File: config.mk
export PLATFORM = sky130hd
export DESIGN_NAME = array_linked_list_insert_core
export DESIGN_NICKNAME = d
export VERILOG_FILES = /design/src/design/alil_pkg.sv /design/src/design/alil_node_mem.sv /design/src/design/alil_out_reg.sv /design/src/design/array_linked_list_insert_core.sv
export VERILOG_INCLUDE_DIRS = /design/src /design/src/design
export SDC_FILE = /design/constraint.sdc
export NUM_CORES = 2
export LEC_CHECK = 0
export ABC_AREA = 1
export BUFFER_PORTS_ARGS = -buffer_cell sky130_fd_sc_hd__buf_2
export CORE_MARGIN = 4
export CORE_UTILIZATION = 45
export DETAILED_ROUTE_END_ITERATION = 12
export SYNTH_ARGS = -nofsm -noshare
export SYNTH_HDL_FRONTEND = slang
export SYNTH_SLANG_ARGS = --single-unit
File: constraint.sdc
create_clock -name clk -period 10.9 [get_ports clk]
set_clock_uncertainty 0.15 [all_clocks]
set_input_delay 1.09 -clock clk [delete_from_list [all_inputs] [get_ports clk]]
set_output_delay 1.09 -clock clk [all_outputs]
set_load 0.05 [all_outputs]
File: src/design/array_linked_list_insert_core_defines.svh
// Assertion helpers for the core RTL file.
// Each one samples on clk and is disabled while rst_n is low.
`ifndef ARRAY_LINKED_LIST_INSERT_CORE_DEFINES_SVH
`define ARRAY_LINKED_LIST_INSERT_CORE_DEFINES_SVH

// Same-cycle implication.
`define ALIL_ASSERT_NOW(name, ante, cons) \
    name: assert property (@(posedge clk) disable iff (!rst_n) (ante) |-> (cons)) \
        else $error("alil assertion failed");

// Next-cycle implication.
`define ALIL_ASSERT_NEXT(name, ante, cons) \
    name: assert property (@(posedge clk) disable iff (!rst_n) (ante) |=> (cons)) \
        else $error("alil assertion failed");

`endif

File: src/design/alil_pkg.sv
`default_nettype none

package alil_pkg;

    // Default node store depth
    localparam int CAPACITY_DEF = 64;

    // Node value width
    localparam int VALUE_W = 32;

    // Enables for the two node memories
    typedef struct packed {
        logic val_we;
        logic val_re;
        logic nxt_we;
        logic nxt_re;
    } mem_ctl_t;

endpackage

`default_nettype wire

File: src/design/alil_node_mem.sv
`default_nettype none

// Node store: value array and link array, one write and one registered read each.
module alil_node_mem #(
    parameter int CAPACITY = alil_pkg::CAPACITY_DEF
) (
    input  wire logic                                   clk,
    input  wire alil_pkg::mem_ctl_t                     ctl,
    input  wire logic [$clog2(CAPACITY)-1:0]            val_waddr,
    input  wire logic [alil_pkg::VALUE_W-1:0]           val_wdata,
    input  wire logic [$clog2(CAPACITY)-1:0]            val_raddr,
    output logic      [alil_pkg::VALUE_W-1:0]           val_rdata,
    input  wire logic [$clog2(CAPACITY)-1:0]            nxt_waddr,
    input  wire logic [$clog2(CAPACITY+1)-1:0]          nxt_wdata,
    input  wire logic [$clog2(CAPACITY)-1:0]            nxt_raddr,
    output logic      [$clog2(CAPACITY+1)-1:0]          nxt_rdata
);

    localparam int LW = $clog2(CAPACITY + 1);

    logic [alil_pkg::VALUE_W-1:0] val_mem [CAPACITY];
    logic [LW-1:0]                nxt_mem [CAPACITY];

    // Value memory
    always_ff @(posedge clk)
    begin
        if (ctl.val_we)
        begin
            val_mem[val_waddr] <= val_wdata;
        end
        if (ctl.val_re)
        begin
            val_rdata <= val_mem[val_raddr];
        end
    end

    // Link memory; entry holds successor slot + 1, zero at the tail
    always_ff @(posedge clk)
    begin
        if (ctl.nxt_we)
        begin
            nxt_mem[nxt_waddr] <= nxt_wdata;
        end
        if (ctl.nxt_re)
        begin
            nxt_rdata <= nxt_mem[nxt_raddr];
        end
    end

endmodule

`default_nettype wire

File: src/design/alil_out_reg.sv
`default_nettype none

// Output holding register between the emit walk and the master side.
module alil_out_reg (
    input  wire logic                          clk,
    input  wire logic                          rst_n,
    input  wire logic                          load,
    input  wire logic [alil_pkg::VALUE_W-1:0]  value_in,
    input  wire logic                          tail_in,
    output logic                               free,
    output logic                               m_tvalid,
    input  wire logic                          m_tready,
    output logic      [alil_pkg::VALUE_W-1:0]  m_tdata,
    output logic                               m_tlast
);

    logic valid_reg;
    logic valid_next;
    logic [alil_pkg::VALUE_W-1:0] data_reg;
    logic tail_reg;

    assign free       = !valid_reg || m_tready;
    assign valid_next = load || (valid_reg && !m_tready);

    // Valid flag
    always_ff @(posedge clk or negedge rst_n)
    begin
        if (!rst_n)
        begin
            valid_reg <= 1'b0;
        end
        else
        begin
            valid_reg <= valid_next;
        end
    end

    // Payload
    always_ff @(posedge clk)
    begin
        if (load)
        begin
            data_reg <= value_in;
            tail_reg <= tail_in;
        end
    end

    assign m_tvalid = valid_reg;
    assign m_tdata  = data_reg;
    assign m_tlast  = tail_reg;

endmodule

`default_nettype wire

File: src/design/array_linked_list_insert_core.sv
`default_nettype none
`include "array_linked_list_insert_core_defines.svh"

// Channel    Signals                                       Contents
// s_axis     tvalid tready tdata[31:0] tlast               value; tlast = last
// m_axis     tvalid tready tdata[31:0] tlast               value_res; tlast = final_res
//
// Append: the first node is written alone; later ones add a link write to the old tail.
// Last request: value write, head read, then start if it becomes the new head; else
// per node after the head a link read and a value compare, two link writes, then start.
// Read-out: one node per cycle while the sink takes results; a stalled sink holds it.
// rst_n clears control state only; the node memories are not cleared.
// Input is taken only between batches, not during the walk or the read-out.
module array_linked_list_insert_core #(
    parameter int CAPACITY = alil_pkg::CAPACITY_DEF
) (
    input  wire logic        clk,
    input  wire logic        rst_n,
    input  wire logic        s_axis_tvalid,
    output logic             s_axis_tready,
    input  wire logic [31:0] s_axis_tdata,   // [31:0] value
    input  wire logic        s_axis_tlast,   // last
    output logic             m_axis_tvalid,
    input  wire logic        m_axis_tready,
    output logic      [31:0] m_axis_tdata,   // [31:0] value_res
    output logic             m_axis_tlast    // final_res
);

    localparam int AW = $clog2(CAPACITY);
    localparam int LW = $clog2(CAPACITY + 1);

    localparam logic [3:0] S_IDLE   = 4'd0;
    localparam logic [3:0] S_LINK   = 4'd1;
    localparam logic [3:0] S_HEAD   = 4'd2;
    localparam logic [3:0] S_NX     = 4'd3;
    localparam logic [3:0] S_VAL    = 4'd4;
    localparam logic [3:0] S_CMT1   = 4'd5;
    localparam logic [3:0] S_CMT2   = 4'd6;
    localparam logic [3:0] S_ESTART = 4'd7;
    localparam logic [3:0] S_EOUT   = 4'd8;

    logic [3:0]  state_reg, state_next;
    logic [AW-1:0] count_reg, count_next;
    logic [LW-1:0] head_reg, head_next;
    logic [AW-1:0] slot_reg, slot_next;
    logic [AW-1:0] t_reg, t_next;
    logic [LW-1:0] nx_reg, nx_next;
    logic signed [31:0] new_val_reg, new_val_next;

    alil_pkg::mem_ctl_t mem_ctl;
    logic [AW-1:0] val_waddr, val_raddr, nxt_waddr, nxt_raddr;
    logic [31:0]   val_wdata;
    logic [31:0]   val_rdata;
    logic [LW-1:0] nxt_wdata, nxt_rdata;

    logic out_load, out_free, out_tail;
    logic in_accept;

    assign s_axis_tready = (state_reg == S_IDLE);
    assign in_accept     = s_axis_tvalid && s_axis_tready;

    // Sequencer: append, insert walk, link commit, read-out
    always_comb
    begin
        state_next   = state_reg;
        count_next   = count_reg;
        head_next    = head_reg;
        slot_next    = slot_reg;
        t_next       = t_reg;
        nx_next      = nx_reg;
        new_val_next = new_val_reg;
        mem_ctl      = '0;
        val_waddr    = count_reg;
        val_wdata    = s_axis_tdata;
        val_raddr    = AW'(head_reg - LW'(1));
        nxt_waddr    = count_reg;
        nxt_wdata    = '0;
        nxt_raddr    = AW'(head_reg - LW'(1));
        out_load     = 1'b0;
        out_tail     = (nxt_rdata == '0);

        unique case (state_reg)
            S_IDLE:
            begin
                if (in_accept)
                begin
                    slot_next    = count_reg;
                    new_val_next = s_axis_tdata;
                    if (!s_axis_tlast)
                    begin
                        // Append at the tail unless only the slot kept for the last value is left
                        if (count_reg != AW'(CAPACITY - 1))
                        begin
                            mem_ctl.val_we = 1'b1;
                            mem_ctl.nxt_we = 1'b1;
                            count_next     = count_reg + AW'(1);
                            if (count_reg == '0)
                            begin
                                head_next = LW'(1);
                            end
                            else
                            begin
                                state_next = S_LINK;
                            end
                        end
                    end
                    else
                    begin
                        mem_ctl.val_we = 1'b1;
                        if (head_reg == '0)
                        begin
                            // Empty list: new node stands alone
                            mem_ctl.nxt_we = 1'b1;
                            head_next      = LW'(count_reg) + LW'(1);
                            state_next     = S_ESTART;
                        end
                        else
                        begin
                            mem_ctl.val_re = 1'b1;
                            state_next     = S_HEAD;
                        end
                    end
                end
            end

            S_LINK:
            begin
                // Previous tail points at the new node
                mem_ctl.nxt_we = 1'b1;
                nxt_waddr      = slot_reg - AW'(1);
                nxt_wdata      = LW'(slot_reg) + LW'(1);
                state_next     = S_IDLE;
            end

            S_HEAD:
            begin
                if ($signed(val_rdata) > new_val_reg)
                begin
                    // New value below the head's value becomes the head
                    mem_ctl.nxt_we = 1'b1;
                    nxt_waddr      = slot_reg;
                    nxt_wdata      = head_reg;
                    head_next      = LW'(slot_reg) + LW'(1);
                    state_next     = S_ESTART;
                end
                else
                begin
                    t_next         = AW'(head_reg - LW'(1));
                    mem_ctl.nxt_re = 1'b1;
                    nxt_raddr      = AW'(head_reg - LW'(1));
                    state_next     = S_NX;
                end
            end

            S_NX:
            begin
                nx_next = nxt_rdata;
                if (nxt_rdata == '0)
                begin
                    state_next = S_CMT1;
                end
                else
                begin
                    mem_ctl.val_re = 1'b1;
                    val_raddr      = AW'(nxt_rdata - LW'(1));
                    state_next     = S_VAL;
                end
            end

            S_VAL:
            begin
                if ($signed(val_rdata) > new_val_reg)
                begin
                    state_next = S_CMT1;
                end
                else
                begin
                    t_next         = AW'(nx_reg - LW'(1));
                    mem_ctl.nxt_re = 1'b1;
                    nxt_raddr      = AW'(nx_reg - LW'(1));
                    state_next     = S_NX;
                end
            end

            S_CMT1:
            begin
                mem_ctl.nxt_we = 1'b1;
                nxt_waddr      = slot_reg;
                nxt_wdata      = nx_reg;
                state_next     = S_CMT2;
            end

            S_CMT2:
            begin
                mem_ctl.nxt_we = 1'b1;
                nxt_waddr      = t_reg;
                nxt_wdata      = LW'(slot_reg) + LW'(1);
                state_next     = S_ESTART;
            end

            S_ESTART:
            begin
                mem_ctl.val_re = 1'b1;
                mem_ctl.nxt_re = 1'b1;
                state_next     = S_EOUT;
            end

            S_EOUT:
            begin
                if (out_free)
                begin
                    out_load = 1'b1;
                    if (nxt_rdata == '0)
                    begin
                        // Tail sent: clear the batch
                        head_next  = '0;
                        count_next = '0;
                        state_next = S_IDLE;
                    end
                    else
                    begin
                        mem_ctl.val_re = 1'b1;
                        mem_ctl.nxt_re = 1'b1;
                        val_raddr      = AW'(nxt_rdata - LW'(1));
                        nxt_raddr      = AW'(nxt_rdata - LW'(1));
                    end
                end
            end

            default:
            begin
                state_next = S_IDLE;
            end
        endcase
    end

    // Control registers
    always_ff @(posedge clk or negedge rst_n)
    begin
        if (!rst_n)
        begin
            state_reg <= S_IDLE;
            count_reg <= '0;
            head_reg  <= '0;
        end
        else
        begin
            state_reg <= state_next;
            count_reg <= count_next;
            head_reg  <= head_next;
        end
    end

    // Walk payload
    always_ff @(posedge clk)
    begin
        slot_reg    <= slot_next;
        t_reg       <= t_next;
        nx_reg      <= nx_next;
        new_val_reg <= new_val_next;
    end

    alil_node_mem #(
        .CAPACITY (CAPACITY)
    ) u_mem (
        .clk       (clk),
        .ctl       (mem_ctl),
        .val_waddr (val_waddr),
        .val_wdata (val_wdata),
        .val_raddr (val_raddr),
        .val_rdata (val_rdata),
        .nxt_waddr (nxt_waddr),
        .nxt_wdata (nxt_wdata),
        .nxt_raddr (nxt_raddr),
        .nxt_rdata (nxt_rdata)
    );

    alil_out_reg u_out (
        .clk      (clk),
        .rst_n    (rst_n),
        .load     (out_load),
        .value_in (val_rdata),
        .tail_in  (out_tail),
        .free     (out_free),
        .m_tvalid (m_axis_tvalid),
        .m_tready (m_axis_tready),
        .m_tdata  (m_axis_tdata),
        .m_tlast  (m_axis_tlast)
    );

    // Checks
    `ALIL_ASSERT_NOW(a_head_count, state_reg == S_IDLE, (head_reg == '0) == (count_reg == '0))
    `ALIL_ASSERT_NOW(a_count_max, 1'b1, count_reg <= AW'(CAPACITY - 1))
    `ALIL_ASSERT_NEXT(a_last_busy, in_accept && s_axis_tlast, state_reg != S_IDLE)
    `ALIL_ASSERT_NOW(a_head_walk, state_reg == S_HEAD || state_reg == S_ESTART, head_reg != '0)

endmodule

`default_nettype wire
==> metrics.txt <==
# TYPE chip_impl_metric gauge
chip_impl_metric{name="die_h",unit="microns"} 497
chip_impl_metric{name="post-synth-top-area-fraction",unit=""} 0.732
chip_impl_info{name="regToRegEndpoint",value="u_mem.nxt_rdata[1]"} 1
chip_impl_metric{name="grt_pass1_wl",unit="microns"} 456000
chip_impl_metric{name="synth_xor_area_frac",unit=""} 0.00122
chip_impl_metric{name="largest_register_ff_count",unit=""} 2048
chip_impl_metric{name="h-tree-depth",unit=""} 5
chip_impl_metric{name="floorplan.core_area",unit="sq mm"} 0.238
chip_impl_metric{name="post-cts-setup-buffer-count",unit=""} 0
chip_impl_metric{name="drt-initial-drc-count",unit=""} 9367
chip_impl_metric{name="initial_antenna_violation_count",unit=""} 25
chip_impl_metric{name="total_leakage_power",unit="nW"} 39.8
chip_impl_metric{name="timing.reg2reg.worst_path_depth",unit=""} 20
chip_impl_metric{name="synth_enable_flop_cells",unit=""} 2619
chip_impl_metric{name="cts_sinks",unit=""} 2637
chip_impl_metric{name="synth.area.mux_share",unit=""} 0
chip_impl_metric{name="cell_variety_after_synth",unit=""} 56
chip_impl_metric{name="setup_viol",unit=""} 0
chip_impl_info{name="startpoint",value="u_mem.val_rdata[31]"} 1
chip_impl_metric{name="syn_area",unit="sq mm"} 0.107
chip_impl_metric{name="grt_use_met2",unit=""} 0.378
chip_impl_metric{name="totalNegativeSetupSlack",unit="ps"} 0
chip_impl_metric{name="synth_sequential_area_ratio",unit=""} 0.736
chip_impl_metric{name="cts_buffers",unit=""} 285
chip_impl_metric{name="fraction_of_the_mapped_netlist_area_in_compound_gates",unit=""} 0.0904
chip_impl_metric{name="ys_async_sr_fraction",unit=""} 0.00683
chip_impl_metric{name="grt_overflow",unit=""} 0
chip_impl_metric{name="maxCapViolCount",unit=""} 0
chip_impl_metric{name="die_area",unit="sq mm"} 0.247
chip_impl_metric{name="placed_instance_area",unit="sq mm"} 0.111
chip_impl_metric{name="fin_hold_ws",unit="ps"} 303
chip_impl_info{name="timing.rr.start",value="u_mem.val_rdata[31]"} 1
chip_impl_metric{name="grtUsageMet3",unit=""} 0.0504
chip_impl_metric{name="clock_latency",unit="ps"} 950
chip_impl_info{name="yosys-top-cells-area",value="edfxtp_1, nor2_1, nand3_1"} 1
chip_impl_metric{name="worst_slew_margin_rel",unit=""} 0.139
chip_impl_metric{name="clock_transition_time_at_the_flip_flop_clock_pins_of_the_worst_setup_and_hold_paths",unit="ps"} 60
chip_impl_metric{name="number_of_gates_resized_after_cts",unit=""} 0
chip_impl_info{name="synth_ff_type",value="edfxtp_1"} 1
chip_impl_metric{name="design.final.nets",unit=""} 8415
chip_impl_info{name="grt-busiest-layer",value="met2"} 1
chip_impl_metric{name="grtUsageTotal",unit=""} 0.249
chip_impl_metric{name="avgSynthCellArea",unit="sq um"} 12.8
chip_impl_metric{name="postSynthRegisterBits",unit=""} 2637
chip_impl_metric{name="peakVddDrop",unit="V"} 0.000481
chip_impl_metric{name="holdBufCountCts",unit=""} 1
chip_impl_metric{name="place.gp.congestion",unit=""} 0.878
chip_impl_metric{name="worst-r2r-setup-slack",unit="ps"} 4310
chip_impl_metric{name="wl_per_cell",unit="microns"} 26.9
chip_impl_info{name="tritoncts_clock_tree",value="done"} 1
chip_impl_info{name="crit_path_end",value="u_mem.nxt_rdata[1]"} 1
chip_impl_metric{name="drt_drc_violations_left",unit=""} 0
chip_impl_metric{name="max_slew.worst_pin.slew",unit="ps"} 1280
chip_impl_metric{name="timing.critical_path.fanout_max",unit=""} 57
chip_impl_metric{name="clockBufferDepth",unit=""} 4
chip_impl_metric{name="postRouteWirelength",unit="microns"} 315000
chip_impl_metric{name="pin_count",unit=""} 72
chip_impl_metric{name="timing.final.hold_violations",unit=""} 0
chip_impl_metric{name="cp.required",unit="ps"} 11530
chip_impl_metric{name="achievable-frequency",unit="GHz"} 0.152
chip_impl_metric{name="start_util",unit=""} 0.452
chip_impl_info{name="criticalPathCategory",value="reg2reg"} 1
chip_impl_metric{name="yosysWarnings",unit=""} 0
chip_impl_metric{name="vias_per_cell",unit=""} 5.99
chip_impl_metric{name="portBuffers",unit=""} 71
chip_impl_metric{name="drive_above_1_share",unit=""} 0.0821
chip_impl_info{name="largest_register",value="u_mem.val_mem"} 1
chip_impl_metric{name="die_x",unit="microns"} 497
chip_impl_metric{name="slew_violations",unit=""} 0
chip_impl_info{name="critical_path.endpoint_type",value="register"} 1
chip_impl_metric{name="globalRouteMet1Util",unit=""} 0.364
chip_impl_metric{name="period_minus_slack",unit="ps"} 6590
chip_impl_metric{name="pin_count_of_the_biggest_net_entering_global_routing",unit=""} 183
chip_impl_metric{name="vias",unit=""} 70191
chip_impl_metric{name="detailedPlacementHpwl",unit="microns"} 164000
chip_impl_info{name="rsz0062_at_grt",value="no"} 1
chip_impl_metric{name="yosys.area_share.simple",unit=""} 0.130
chip_impl_metric{name="yosys.area_share.adder",unit=""} 0.00454
chip_impl_metric{name="layout_worst_path_cycle_share",unit=""} 0.605
chip_impl_metric{name="drt-pass1-iter-count",unit=""} 7
chip_impl_metric{name="crit_arrival",unit="ps"} 7220
chip_impl_info{name="status",value="completed"} 1
chip_impl_metric{name="power_density",unit="mW/mm^2"} 326
chip_impl_metric{name="finish.instance_area",unit="sq mm"} 0.120
chip_impl_info{name="top_regs",value="u_mem.val_mem x2048, u_mem.nxt_mem x448"} 1
chip_impl_metric{name="fp-row-count",unit=""} 179
chip_impl_info{name="timing.critical_path.from_type",value="register"} 1
chip_impl_info{name="synth_top_family_by_area",value="simple AND/OR/NAND/NOR gates"} 1
chip_impl_metric{name="area_delta_synth_final",unit="%"} 11.6
chip_impl_metric{name="netlist_instances",unit=""} 8381
chip_impl_metric{name="synth_nets",unit=""} 8457
chip_impl_metric{name="grt_pass1_vias",unit=""} 65924
chip_impl_info{name="min-delay-path-class",value="reg2reg"} 1
chip_impl_metric{name="worst_hold_path_depth",unit=""} 0
chip_impl_info{name="root_buffer",value="clkbuf_16"} 1
chip_impl_info{name="post-synth-top-area-cell",value="edfxtp_1"} 1
chip_impl_metric{name="postRouteAntennaNets",unit=""} 0
-- where the power goes --
group	leakage [nW]	switching, mW	internal (mW)
clock network	4.14	3.82	5.23
logic	11.7	13.2	4.60
registers	23.9	0.234	12.0
total	39.8	17.3	21.8
-- per-layer routing --
metal	vias up	share of wire
met5	-	0.000054
met4	2	0.029
met3	500	0.097
met2	3452	0.45
met1	35508	0.42
li1	30729	-
-- metrics by stage --
step,std cells,setup slack (ps),power [mW],utilization
2_1_floorplan,8381,3470,23.7,-
3_3_place_gp,11218,4350,29.9,0.469
3_5_place_dp,11218,4390,30.0,0.469
4_1_cts,11695,4340,39.0,0.505
5_1_grt,11710,4020,41.2,0.505
6_report,11712,4310,39.1,0.505
-- layout make-up --
class	instances	area, sq um
clock inverters	114	908
multi-input cells	4761	25000
diodes	17	42.5
clock buffers	362	7600
inverters	424	1630
repair buffers	230	1740
fillers	20239	118000
well taps	3167	3960
flip-flops and latches	2637	79100
-- layout by cell type, fill, tap and decap left out, drive strengths merged, types with 3 or more instances in the layout --
| cell | Yosys | layout |
|---|---|---|
| edfxtp | 2619 | 2619 |
| nor2 | 1988 | 1988 |
| nand3 | 691 | 691 |
| o21ai | 559 | 559 |
| nand2 | 471 | 471 |
| inv | 423 | 427 |
| clkbuf | 286 | 362 |
| o211ai | 257 | 257 |
| o32ai | 256 | 256 |
| o311ai | 256 | 256 |
| buf | 273 | 229 |
| nand3b | 140 | 140 |
| clkinv | 1 | 91 |
| ha | 39 | 39 |
| a21oi | 30 | 30 |
| dfrtp | 18 | 18 |
| diode | 0 | 17 |
| o22ai | 15 | 15 |
| bufinv | 0 | 14 |
| xor2 | 12 | 12 |
| nand4 | 6 | 6 |
| clkinvlp | 0 | 6 |
| o221ai | 6 | 6 |
| nor3 | 4 | 4 |
| a22oi | 4 | 4 |
| o21a | 3 | 3 |
| xnor2 | 3 | 3 |
| or2 | 3 | 3 |
| a221oi | 3 | 3 |
-- synth_stat cells, types with 140 or more instances --
cell type / instances
buf_2: 207
clkbuf_1: 285
edfxtp_1: 2619
inv_1: 409
nand2_1: 467
nand3_1: 689
nand3b_1: 140
nor2_1: 1981
o211ai_1: 257
o21ai_0: 503
o311ai_1: 196
o32ai_1: 256
-- worst max-delay path: stages (launching register included) --
cell,delay [ps]
edfxtp_1,570
ha_1,500
nand2_1,130
nor2_1,310
nand2_1,110
nor2_1,450
nand2_1,170
nand3_2,120
nand3_4,130
inv_2,190
nand3_1,100
nand3_1,170
nand2_4,390
inv_2,1070
buf_4,710
nand3_1,140
nand3_1,140
nand3_1,240
nand3_1,150
nand3_1,210
nand2_1,140
-- cells by family (layout without fill, tap and decap cells) --
kind of cell	count (synthesis)	count (layout)
other	0	17
adder cells (fa/ha/maj)	39	39
AO/OA/AOI/OAI	1400	1400
XOR/XNOR	15	15
AND/OR/NAND/NOR	3307	3307
flip-flops	2637	2637
buffers and inverters	983	1130
-- worst min-delay path by stage --
stage,slack (ps),end,from
4_1_cts,300,u_out.m_tdata[23],u_mem.val_rdata[23]
2_1_floorplan,270,slot_reg[2],count_reg[2]
3_3_place_gp,280,u_out.m_tdata[15],u_mem.val_rdata[15]
3_5_place_dp,290,u_out.m_tdata[0],u_mem.val_rdata[0]
5_1_grt,320,u_out.m_tdata[26],u_mem.val_rdata[26]
6_report,300,u_out.m_tdata[23],u_mem.val_rdata[23]
Note: power is estimated with default switching activity, not from simulation.
